===== src/design/radix_integer_formatter_macros.svh =====
// Assertion macros used by the radix integer formatter datapath.
`ifndef RADIX_INTEGER_FORMATTER_MACROS_SVH
`define RADIX_INTEGER_FORMATTER_MACROS_SVH

// Invariant checked on every clock edge out of reset.
`define RIF_ASSERT_ALWAYS(label, expr, msg) \
  label: assert property (@(posedge clk) disable iff (rst) (expr)) else $error(msg);

// Same-cycle implication.
`define RIF_ASSERT_IMP(label, ante, cons, msg) \
  label: assert property (@(posedge clk) disable iff (rst) (ante) |-> (cons)) \
    else $error(msg);

// Next-cycle implication.
`define RIF_ASSERT_NEXT(label, ante, cons, msg) \
  label: assert property (@(posedge clk) disable iff (rst) (ante) |=> (cons)) \
    else $error(msg);

`endif


===== src/design/rif_pkg.sv =====
// Shared types, constants and helper functions of the radix integer formatter.
`timescale 1ns / 1ps

package rif_pkg;

  localparam logic [7:0] CHAR_ZERO  = 8'h30;
  localparam logic [7:0] CHAR_SPACE = 8'h20;
  localparam logic [7:0] CHAR_A     = 8'h41;
  localparam logic [3:0] DIGIT_MAX  = 4'd9;
  localparam logic [3:0] TEN        = 4'd10;
  // ceil(2^35 / 10): q = (v * RECIP10) >> 35 is exact for any 32-bit v
  localparam logic [31:0] RECIP10   = 32'hCCCC_CCCD;
  localparam int unsigned RECIP_SHIFT = 35;

  typedef enum logic [1:0] {
    MODE_BIN = 2'd0,
    MODE_OCT = 2'd1,
    MODE_DEC = 2'd2,
    MODE_HEX = 2'd3
  } radix_mode_t;

  // datapath actions
  typedef enum logic [2:0] {
    ACT_NONE,
    ACT_LOAD,
    ACT_QUOT,
    ACT_DIGIT,
    ACT_CALC,
    ACT_PAD,
    ACT_FETCH,
    ACT_EMIT
  } act_t;

  // jump conditions
  typedef enum logic [2:0] {
    CND_NEXT,
    CND_ALWAYS,
    CND_MORE_DIG,
    CND_NO_PAD,
    CND_MORE_PAD,
    CND_DIG_LEFT
  } cond_t;

  // microprogram addresses
  typedef enum logic [3:0] {
    PC_IDLE,
    PC_QUOT,
    PC_DIGIT,
    PC_CALC,
    PC_PADCHK,
    PC_PADOUT,
    PC_FETCH,
    PC_DIGOUT,
    PC_END
  } upc_t;

  typedef struct packed {
    act_t  act;
    logic  wait_in;
    logic  wait_out;
    cond_t cond;
    upc_t  target;
  } uword_t;

  typedef struct packed {
    act_t act;
  } ctrl_t;

  typedef struct packed {
    logic more_dig;
    logic no_pad;
    logic more_pad;
    logic dig_left;
    logic out_free;
  } status_t;

  function automatic logic [4:0] radix_of(input radix_mode_t m);
    logic [4:0] r;
    unique case (m)
      MODE_BIN: r = 5'd2;
      MODE_OCT: r = 5'd8;
      MODE_DEC: r = 5'd10;
      MODE_HEX: r = 5'd16;
      default:  r = 5'd10;
    endcase
    return r;
  endfunction

  // shift amount for the power-of-two radices
  function automatic logic [2:0] shift_of(input radix_mode_t m);
    logic [2:0] s;
    unique case (m)
      MODE_BIN: s = 3'd1;
      MODE_OCT: s = 3'd3;
      MODE_HEX: s = 3'd4;
      default:  s = 3'd0;
    endcase
    return s;
  endfunction

  function automatic logic [7:0] digit_char(input logic [3:0] d);
    logic [7:0] c;
    if (d <= DIGIT_MAX) begin
      c = CHAR_ZERO + {4'd0, d};
    end else begin
      c = CHAR_A + {4'd0, d - TEN};
    end
    return c;
  endfunction

endpackage


===== src/design/rif_sequencer.sv =====
// Microprogram ROM, step counter and jump logic of the radix integer formatter.
`timescale 1ns / 1ps

module rif_sequencer
  import rif_pkg::*;
(
  input  logic    clk,
  input  logic    rst,
  input  logic    req_valid,
  input  status_t st,
  output ctrl_t   ctrl,
  output logic    idle
);

  upc_t   pc;
  upc_t   pc_next;
  uword_t word;
  logic   hold;
  logic   taken;

  function automatic uword_t ucode(input upc_t a);
    uword_t w;
    unique case (a)
      PC_IDLE:   w = '{act: ACT_LOAD,  wait_in: 1'b1, wait_out: 1'b0,
                       cond: CND_NEXT,     target: PC_IDLE};
      PC_QUOT:   w = '{act: ACT_QUOT,  wait_in: 1'b0, wait_out: 1'b0,
                       cond: CND_NEXT,     target: PC_IDLE};
      PC_DIGIT:  w = '{act: ACT_DIGIT, wait_in: 1'b0, wait_out: 1'b0,
                       cond: CND_MORE_DIG, target: PC_QUOT};
      PC_CALC:   w = '{act: ACT_CALC,  wait_in: 1'b0, wait_out: 1'b0,
                       cond: CND_NEXT,     target: PC_IDLE};
      PC_PADCHK: w = '{act: ACT_NONE,  wait_in: 1'b0, wait_out: 1'b0,
                       cond: CND_NO_PAD,   target: PC_FETCH};
      PC_PADOUT: w = '{act: ACT_PAD,   wait_in: 1'b0, wait_out: 1'b1,
                       cond: CND_MORE_PAD, target: PC_PADOUT};
      PC_FETCH:  w = '{act: ACT_FETCH, wait_in: 1'b0, wait_out: 1'b0,
                       cond: CND_NEXT,     target: PC_IDLE};
      PC_DIGOUT: w = '{act: ACT_EMIT,  wait_in: 1'b0, wait_out: 1'b1,
                       cond: CND_DIG_LEFT, target: PC_FETCH};
      PC_END:    w = '{act: ACT_NONE,  wait_in: 1'b0, wait_out: 1'b0,
                       cond: CND_ALWAYS,   target: PC_IDLE};
      default:   w = '{act: ACT_NONE,  wait_in: 1'b0, wait_out: 1'b0,
                       cond: CND_ALWAYS,   target: PC_IDLE};
    endcase
    return w;
  endfunction

  always_ff @(posedge clk) begin
    if (rst) begin
      pc <= PC_IDLE;
    end else begin
      pc <= pc_next;
    end
  end

  always_comb begin
    word = ucode(pc);
    hold = (word.wait_in && !req_valid) || (word.wait_out && !st.out_free);
    unique case (word.cond)
      CND_NEXT:     taken = 1'b0;
      CND_ALWAYS:   taken = 1'b1;
      CND_MORE_DIG: taken = st.more_dig;
      CND_NO_PAD:   taken = st.no_pad;
      CND_MORE_PAD: taken = st.more_pad;
      CND_DIG_LEFT: taken = st.dig_left;
      default:      taken = 1'b1;
    endcase
    if (hold) begin
      pc_next  = pc;
      ctrl.act = ACT_NONE;
    end else begin
      pc_next  = taken ? word.target : upc_t'(pc + 4'd1);
      ctrl.act = word.act;
    end
  end

  assign idle = (pc == PC_IDLE);

endmodule


===== src/design/rif_datapath.sv =====
// Digit extraction, digit buffer, padding counter and output register.
`timescale 1ns / 1ps
`include "radix_integer_formatter_macros.svh"

module rif_datapath
  import rif_pkg::*;
#(
  parameter int VALUE_BITS = 32,
  parameter int MAX_DIGITS = 32,
  parameter int MAX_FIELD  = 63
) (
  input  logic        clk,
  input  logic        rst,
  input  ctrl_t       ctrl,
  output status_t     st,
  input  logic [31:0] value,
  input  logic [1:0]  mode,
  input  logic [5:0]  min_width,
  input  logic        zero_pad,
  output logic        char_valid,
  input  logic        char_stall,
  output logic [7:0]  out_char,
  output logic        last
);

  localparam int VW  = (VALUE_BITS < 32) ? VALUE_BITS : 32;
  localparam int NDW = $clog2(MAX_DIGITS + 1);
  localparam int AW  = $clog2(MAX_DIGITS);
  localparam int CW  = 7;

  logic [VW-1:0] v;
  logic [VW-1:0] q;
  logic [VW-1:0] q_next;
  logic [VW-1:0] qr;
  logic [VW-1:0] diff;
  logic [3:0]    rem;
  logic [63:0]   prod;
  radix_mode_t   mode_r;
  logic [5:0]    width_r;
  logic [5:0]    width_sat;
  logic          zpad_r;
  logic [NDW-1:0] ndig;
  logic [5:0]    pad;
  logic [5:0]    pad_calc;
  logic [7:0]    rd_data;
  logic          out_free;
  logic [7:0]    dig_mem [MAX_DIGITS];

  // quotient: reciprocal multiply for decimal, shift otherwise
  always_comb begin
    prod   = {32'd0, 32'(v)} * {32'd0, RECIP10};
    q_next = (mode_r == MODE_DEC) ? VW'(prod[63:RECIP_SHIFT]) : (v >> shift_of(mode_r));
    if (mode_r == MODE_DEC) begin
      qr = VW'({q, 3'b000}) + VW'({q, 1'b0});
    end else begin
      qr = q << shift_of(mode_r);
    end
    diff = v - qr;
    rem  = diff[3:0];
  end

  assign width_sat = ({1'b0, min_width} > CW'(MAX_FIELD)) ? 6'(MAX_FIELD) : min_width;
  assign pad_calc  = (CW'(width_r) > CW'(ndig)) ? 6'(CW'(width_r) - CW'(ndig)) : 6'd0;
  assign out_free  = !char_valid || !char_stall;

  always_comb begin
    st.more_dig = (q != '0) && (CW'(ndig) + CW'(1) < CW'(MAX_DIGITS));
    st.no_pad   = (pad == 6'd0);
    st.more_pad = (pad > 6'd1);
    st.dig_left = (ndig != '0);
    st.out_free = out_free;
  end

  // operand and quotient registers
  always_ff @(posedge clk) begin
    case (ctrl.act)
      ACT_LOAD: begin
        v       <= value[VW-1:0];
        mode_r  <= radix_mode_t'(mode);
        width_r <= width_sat;
        zpad_r  <= zero_pad;
      end
      ACT_QUOT:  q <= q_next;
      ACT_DIGIT: v <= q;
      default: ;
    endcase
  end

  // counters
  always_ff @(posedge clk) begin
    if (rst) begin
      ndig <= '0;
      pad  <= '0;
    end else begin
      case (ctrl.act)
        ACT_LOAD:  ndig <= '0;
        ACT_DIGIT: ndig <= ndig + NDW'(1);
        ACT_CALC:  pad  <= pad_calc;
        ACT_PAD:   pad  <= pad - 6'd1;
        ACT_FETCH: ndig <= ndig - NDW'(1);
        default: ;
      endcase
    end
  end

  // digit buffer, least significant digit at address 0
  always_ff @(posedge clk) begin
    if (ctrl.act == ACT_DIGIT) begin
      dig_mem[ndig[AW-1:0]] <= digit_char(rem);
    end
    if (ctrl.act == ACT_FETCH) begin
      rd_data <= dig_mem[AW'(ndig - NDW'(1))];
    end
  end

  // output register
  always_ff @(posedge clk) begin
    if (rst) begin
      char_valid <= 1'b0;
    end else if (ctrl.act == ACT_PAD || ctrl.act == ACT_EMIT) begin
      char_valid <= 1'b1;
    end else if (!char_stall) begin
      char_valid <= 1'b0;
    end
  end

  always_ff @(posedge clk) begin
    if (ctrl.act == ACT_PAD) begin
      out_char <= zpad_r ? CHAR_ZERO : CHAR_SPACE;
      last     <= 1'b0;
    end else if (ctrl.act == ACT_EMIT) begin
      out_char <= rd_data;
      last     <= (ndig == '0);
    end
  end

  `RIF_ASSERT_ALWAYS(a_ndig_bound, CW'(ndig) <= CW'(MAX_DIGITS), "digit count overflow")
  `RIF_ASSERT_IMP(a_rem_range, ctrl.act == ACT_DIGIT, 5'(rem) < radix_of(mode_r), "remainder out of range")
  `RIF_ASSERT_NEXT(a_pad_not_last, ctrl.act == ACT_PAD, !last, "pad character flagged last")

endmodule


===== src/design/radix_integer_formatter.sv =====
// Top level of the radix integer formatter: sequencer plus datapath.
`timescale 1ns / 1ps

// Formats an unsigned value in radix 2, 8, 10 or 16 and sends it out as
// ASCII characters, most significant first, one character per request on
// the output channel. When min_width (saturated at MAX_FIELD) exceeds the
// digit count, pad characters (space, or '0' with zero_pad) come first.
// Hex letters are upper case, zero prints as a single '0', and the final
// character carries last. Only the low VALUE_BITS bits of value are used;
// at most MAX_DIGITS low-order digits are kept. One request is taken at a
// time: req_stall is low only while the microprogram sits at its idle
// step, and the next request can be taken while the final character still
// waits in the output register.
// The microprogram runs one control word per cycle, except while it holds
// at the idle step for a request or at an output step for a free output
// register; each digit costs two steps to extract (a reciprocal multiply
// by 1/10 or a shift, then the remainder) and two to send (buffer read,
// then output load).

module radix_integer_formatter
  import rif_pkg::*;
#(
  parameter int VALUE_BITS = 32,
  parameter int MAX_DIGITS = 32,
  parameter int MAX_FIELD  = 63
) (
  input  logic        clk,
  input  logic        rst,
  input  logic        req_valid,
  output logic        req_stall,
  input  logic [31:0] value,
  input  logic [1:0]  mode,
  input  logic [5:0]  min_width,
  input  logic        zero_pad,
  output logic        char_valid,
  input  logic        char_stall,
  output logic [7:0]  out_char,
  output logic        last
);

  ctrl_t   ctrl;
  status_t st;
  logic    idle;

  // microprogram: one control word per step, conditional jumps on status
  rif_sequencer u_seq (
    .clk       (clk),
    .rst       (rst),
    .req_valid (req_valid),
    .st        (st),
    .ctrl      (ctrl),
    .idle      (idle)
  );

  // request is taken only at the idle step
  assign req_stall = !idle;

  rif_datapath #(
    .VALUE_BITS (VALUE_BITS),
    .MAX_DIGITS (MAX_DIGITS),
    .MAX_FIELD  (MAX_FIELD)
  ) u_dp (
    .clk        (clk),
    .rst        (rst),
    .ctrl       (ctrl),
    .st         (st),
    .value      (value),
    .mode       (mode),
    .min_width  (min_width),
    .zero_pad   (zero_pad),
    .char_valid (char_valid),
    .char_stall (char_stall),
    .out_char   (out_char),
    .last       (last)
  );

endmodule


===== config.mk =====
export PLATFORM = sky130hd
export DESIGN_NAME = radix_integer_formatter
export DESIGN_NICKNAME = d
export VERILOG_FILES = /design/src/design/rif_pkg.sv /design/src/design/rif_sequencer.sv /design/src/design/rif_datapath.sv /design/src/design/radix_integer_formatter.sv
export VERILOG_INCLUDE_DIRS = /design/src /design/src/design
export SDC_FILE = /design/constraint.sdc
export NUM_CORES = 2
export LEC_CHECK = 0
export BUFFER_PORTS_ARGS = -buffer_cell sky130_fd_sc_hd__buf_2
export CORE_MARGIN = 2
export CORE_UTILIZATION = 50
export DETAILED_ROUTE_END_ITERATION = 8
export PLACE_DENSITY = 0.66
export SKIP_LAST_GASP = 1
export SLEW_MARGIN = 10
export SYNTH_ARGS = -nofsm -noshare
export SYNTH_HDL_FRONTEND = slang
export SYNTH_SLANG_ARGS = --single-unit
export TNS_END_PERCENT = 100

===== constraint.sdc =====
create_clock -name clk -period 10.4 [get_ports clk]
set_clock_uncertainty 0.1 [all_clocks]
set_input_delay 0.52 -clock clk [delete_from_list [all_inputs] [get_ports clk]]
set_output_delay 0.52 -clock clk [all_outputs]
set_load 0.05 [all_outputs]

==> metrics.md <==
| Metric | Value |
|---|---|
| Run status | finished, final reports clean |
| Max-slew headroom | 16.1% |
| CP Max Fanout | 8 |
| Worst Hold Endpoint | u_dp.width_r[0]$_DFFE_PP_ |
| Count of routing violations after the opening detailed-route iteration | 2,490 |
| Worst slack at placement | 1.68 ns |
| Highest Clock Rate | 112 MHz |
| Endpoint of the worst register-to-register path | u_dp.q[21]$_DFFE_PN_ |
| Detailed-route DRC error count | 0 |
| # Post-CTS Setup Buffers | 0 |
| Endpoint class of the critical path | register |
| Total Neg Setup Slack | 0 ns |
| Amount of wire on met3 after detailed routing | 8990 um |
| Final Max Tran Viols | 0 |
| Startpoint-to-endpoint class of the critical path | reg -> reg |
| Transition time of the tightest slew-check pin | 1.25 ns |
| Count of cells resized by post-cts repair | 0 |
| Worst Path Required | 10.56 ns |
| Die span in x | 256 um |
| Wire length of the first global-routing pass | 141,000 um |
| Remaining number of nets flagged by the antenna check after routing | 0 |
| Adder-Cell Fraction of Synth Area | 39.3% |
| Buffers added on ports | 54 |
| Starting Density | 50.5% |
| Routed length per placed instance | 26.1 um |
| Total wirelength of the detailed-routed design | 93,700 um |
| Number of failing hold endpoints at the final stage | 0 |
| Proportion of synthesized area in mux cells | 7.46% |
| Pin count of the biggest net entering global routing | 59 |
| Number of levels the H-tree was split into | 2 |
| Routed vias | 21,200 |
| Gate count of the mapped netlist | 2,658 |
| Number of global-route vias before repair | 22,000 |
| HP Class | in -> reg |
| Cell depth of the worst flop-to-flop path | 24 |
| Synth-to-layout area growth | 7.58% |
| Proportion of register bits with asynchronous set or reset after synthesis | 0% |
| Summed instance area of the synthesized netlist | 31,800 um2 |
| Max Cap Viol | 0 |
| Dominant combinational cell family by area after synthesis | adder cells |
| Total length of routed met2 wires | 41,100 um |
| Yosys top cell by area | edfxtp_1 |
| Placed wire-length estimate | 76,900 um |
| Number of antenna violations at the first check in global routing | 1 |
| 1st-pass router iterations | 6 |
| Avg Synthesized Cell Area | 12.0 um2 |
| Ranking of synthesized cells by area | edfxtp_1 (29%), fa_1 (24%), ha_1 (15%) |
| Root buffer cell | clkbuf_16 |
| Crit path launch type | register |
| Total core area | 63,000 um2 |
| Highest metal used | met4 |
| Compound-cell area share of the yosys netlist | 6.20% |
| NumNets Final | 3,521 |
| Count of hold buffers inserted by post-cts repair | 0 |
| Metal1 wirelength | 39,700 um |
| Share of the synthesized area in the top cell type | 29.4% |
| Congestion Overflow GR | 0 |
| Overall global routing resource usage | 29.0% |
| Seq/Total Area, Yosys | 31.1% |
| Area enclosed by the die boundary | 65,600 um2 |
| Layout cell share with drive strength beyond 1 | 9.42% |
| Final worst-path setup slack | 1.48 ns |
| Crit path DAT | 9.07 ns |
| Die Ht | 256 um |
| Setup violators final | 0 |
| Final cell utilization of the core | 54.3% |
| Minimum clock period | 8.92 ns |
| TritonCTS Sinks | 339 |
| Buffer depth of the longest clock path | 3 |
| Clk slew on worst S/H paths | 0.06 ns |
| I/O pin count | 56 |
| Hold Startpoint | min_width[0] |
| Flip-flop cell with the highest count after synthesis | edfxtp_1 |
| Clock buffer count from CTS | 35 |
| Period utilization | 85.8% |
| Simple-Gate Fraction of Synth Area | 6.03% |
| Distinct cell type count after synthesis | 75 |
| Skew-Pair Late Insertion Delay | 0.55 ns |
| Reg-to-reg slack, setup | 1.48 ns |
| Clock tree from TritonCTS | done |
| Hold path cells | 1 |
| Number of register bits inferred by synthesis | 339 |
| Parity-gate share of the synthesized area counting xor and xnor cells | 2.48% |
| Number of placement rows | 92 |
| Routability-driven placement congestion ratio | 1.08 |
| Count of flip-flops with a built-in enable after synthesis | 311 |
| Origin of the critical flop-to-flop path | u_dp.v[18]$_DFFE_PP_ |
| Count of yosys warnings during synthesis | 0 |
| Vias per std cell | 5.91 |
| Setup repair after global routing missed its margin | no |
## worst max-delay path by stage
stage,depth (start not counted),start,slack (ns),endpoint
finish,24,u_dp.v[18]$_DFFE_PP_,1.48,u_dp.q[21]$_DFFE_PN_
global placement,24,u_dp.v[18]$_DFFE_PP_,1.68,u_dp.q[18]$_DFFE_PN_
global route,24,u_dp.v[18]$_DFFE_PP_,1.23,u_dp.q[18]$_DFFE_PN_
CTS,24,u_dp.v[18]$_DFFE_PP_,1.64,u_dp.q[21]$_DFFE_PN_
floorplan,24,u_dp.v[18]$_DFFE_PP_,3.19,u_dp.q[27]$_DFFE_PN_
detailed placement,24,u_dp.v[20]$_DFFE_PP_,1.68,u_dp.q[21]$_DFFE_PN_
## final cells by class
class	count	area [um2]
fill	5335	28800
multi-input combinational	1695	19600
sequential	339	9900
inverter	568	2130
tap	846	1060
clock buffer	46	948
timing repair buffer	72	413
clock inverter	18	124
antenna	1	2.50
## metrics by stage
step	instances	hold WS [ns]	cell area [um2]
global route	3585	0.0533	34200
floorplan	2660	0.371	31800
finish	3585	0.0729	34200
detailed placement	3519	0.381	33100
CTS	3583	0.0580	34200
global placement	3519	0.364	33100
## sequential cells by signal, summed over array words and instances, names as in the netlist
register,cells
u_dp.zpad_r,1
u_dp.pad,6
u_seq.pc,4
u_dp.width_r,6
u_dp.out_char,7
u_dp.last,1
u_dp.dig_mem,224
u_seq.word,10
u_dp.ndig,6
u_dp.v,32
u_dp.char_valid,1
u_dp.rd_data,7
u_dp.q,32
u_dp.mode_r,2
## kinds of logic after synthesis
group	Yosys count
adder cells (fa/ha/maj)	765
multiplexers	116
AND/OR/NAND/NOR	413
buffers and inverters	626
flip-flops	339
other	1
AO/OA/AOI/OAI	308
XOR/XNOR	90
## synthesized netlist by cell type (8+ instances only)
| master | instances |
|---|---|
| xor2_1 | 41 |
| nand2_1 | 169 |
| a21oi_1 | 98 |
| nand4_1 | 21 |
| ha_1 | 376 |
| mux4_2 | 96 |
| o21bai_1 | 10 |
| nor4_1 | 14 |
| and3_1 | 15 |
| a211oi_1 | 12 |
| nor2_1 | 94 |
| o211ai_1 | 10 |
| edfxtp_1 | 311 |
| o21ai_0 | 59 |
| clkbuf_1 | 42 |
| xnor2_1 | 49 |
| nor3_1 | 13 |
| a31oi_1 | 14 |
| mux2_2 | 9 |
| mux2i_1 | 11 |
| a21o_1 | 42 |
| buf_1 | 11 |
| and2_1 | 15 |
| inv_1 | 566 |
| nor2b_1 | 13 |
| nand3_1 | 27 |
| o21ai_1 | 8 |
| dfxtp_1 | 28 |
| fa_1 | 389 |
## cell usage in the layout, fill, tap and decap left out, drive strengths merged, types with 4 or more instances in the layout
cell	n
clkbuf	46
o21ai	67
xnor2	49
or3	5
dfxtp	28
o21a	7
o21bai	10
a21o	42
nand4	21
a22oi	4
nand2	169
xor2	41
nor2	96
nor3	15
ha	376
fa	389
mux2i	11
nand2b	5
a211oi	13
and2	17
edfxtp	311
clkinv	15
nor2b	13
a21oi	102
buf	72
mux2	9
nand3	27
o22ai	4
a31oi	15
o221ai	4
and3	15
o211ai	10
a311oi	4
inv	570
mux4	96
nor4	14
## per-layer routing
| metal | vias to the layer above | global-route usage (%) |
|---|---|---|
| met3 | 184 | 5.60 |
| met5 | - | 0 |
| met4 | 0 | 10.6 |
| li1 | 9068 | - |
| met2 | 1085 | 43.0 |
| met1 | 10900 | 42.5 |
## worst max-delay path: stages (launching register included)
cell and delay [ns]:
edfxtp_1 0.75, ha_1 0.53, inv_1 0.19, fa_1 0.53, inv_1 0.06, fa_1 0.55
inv_1 0.07, fa_1 0.51, inv_1 0.07, fa_1 0.63, fa_1 0.47, fa_1 0.50
inv_1 0.05, fa_1 0.50, inv_1 0.05, ha_1 0.37, nand4_1 0.16, nor2_1 0.32
nand3_1 0.20, or3_1 0.52, nand4b_1 0.39, and2_4 0.31, a21boi_1 0.09, xnor2_1 0.20
mux4_2 0.51
Power is left out: the tool's default activity adds up to more than one toggle a clock period on the data nets, which glitch-free logic cannot reach.
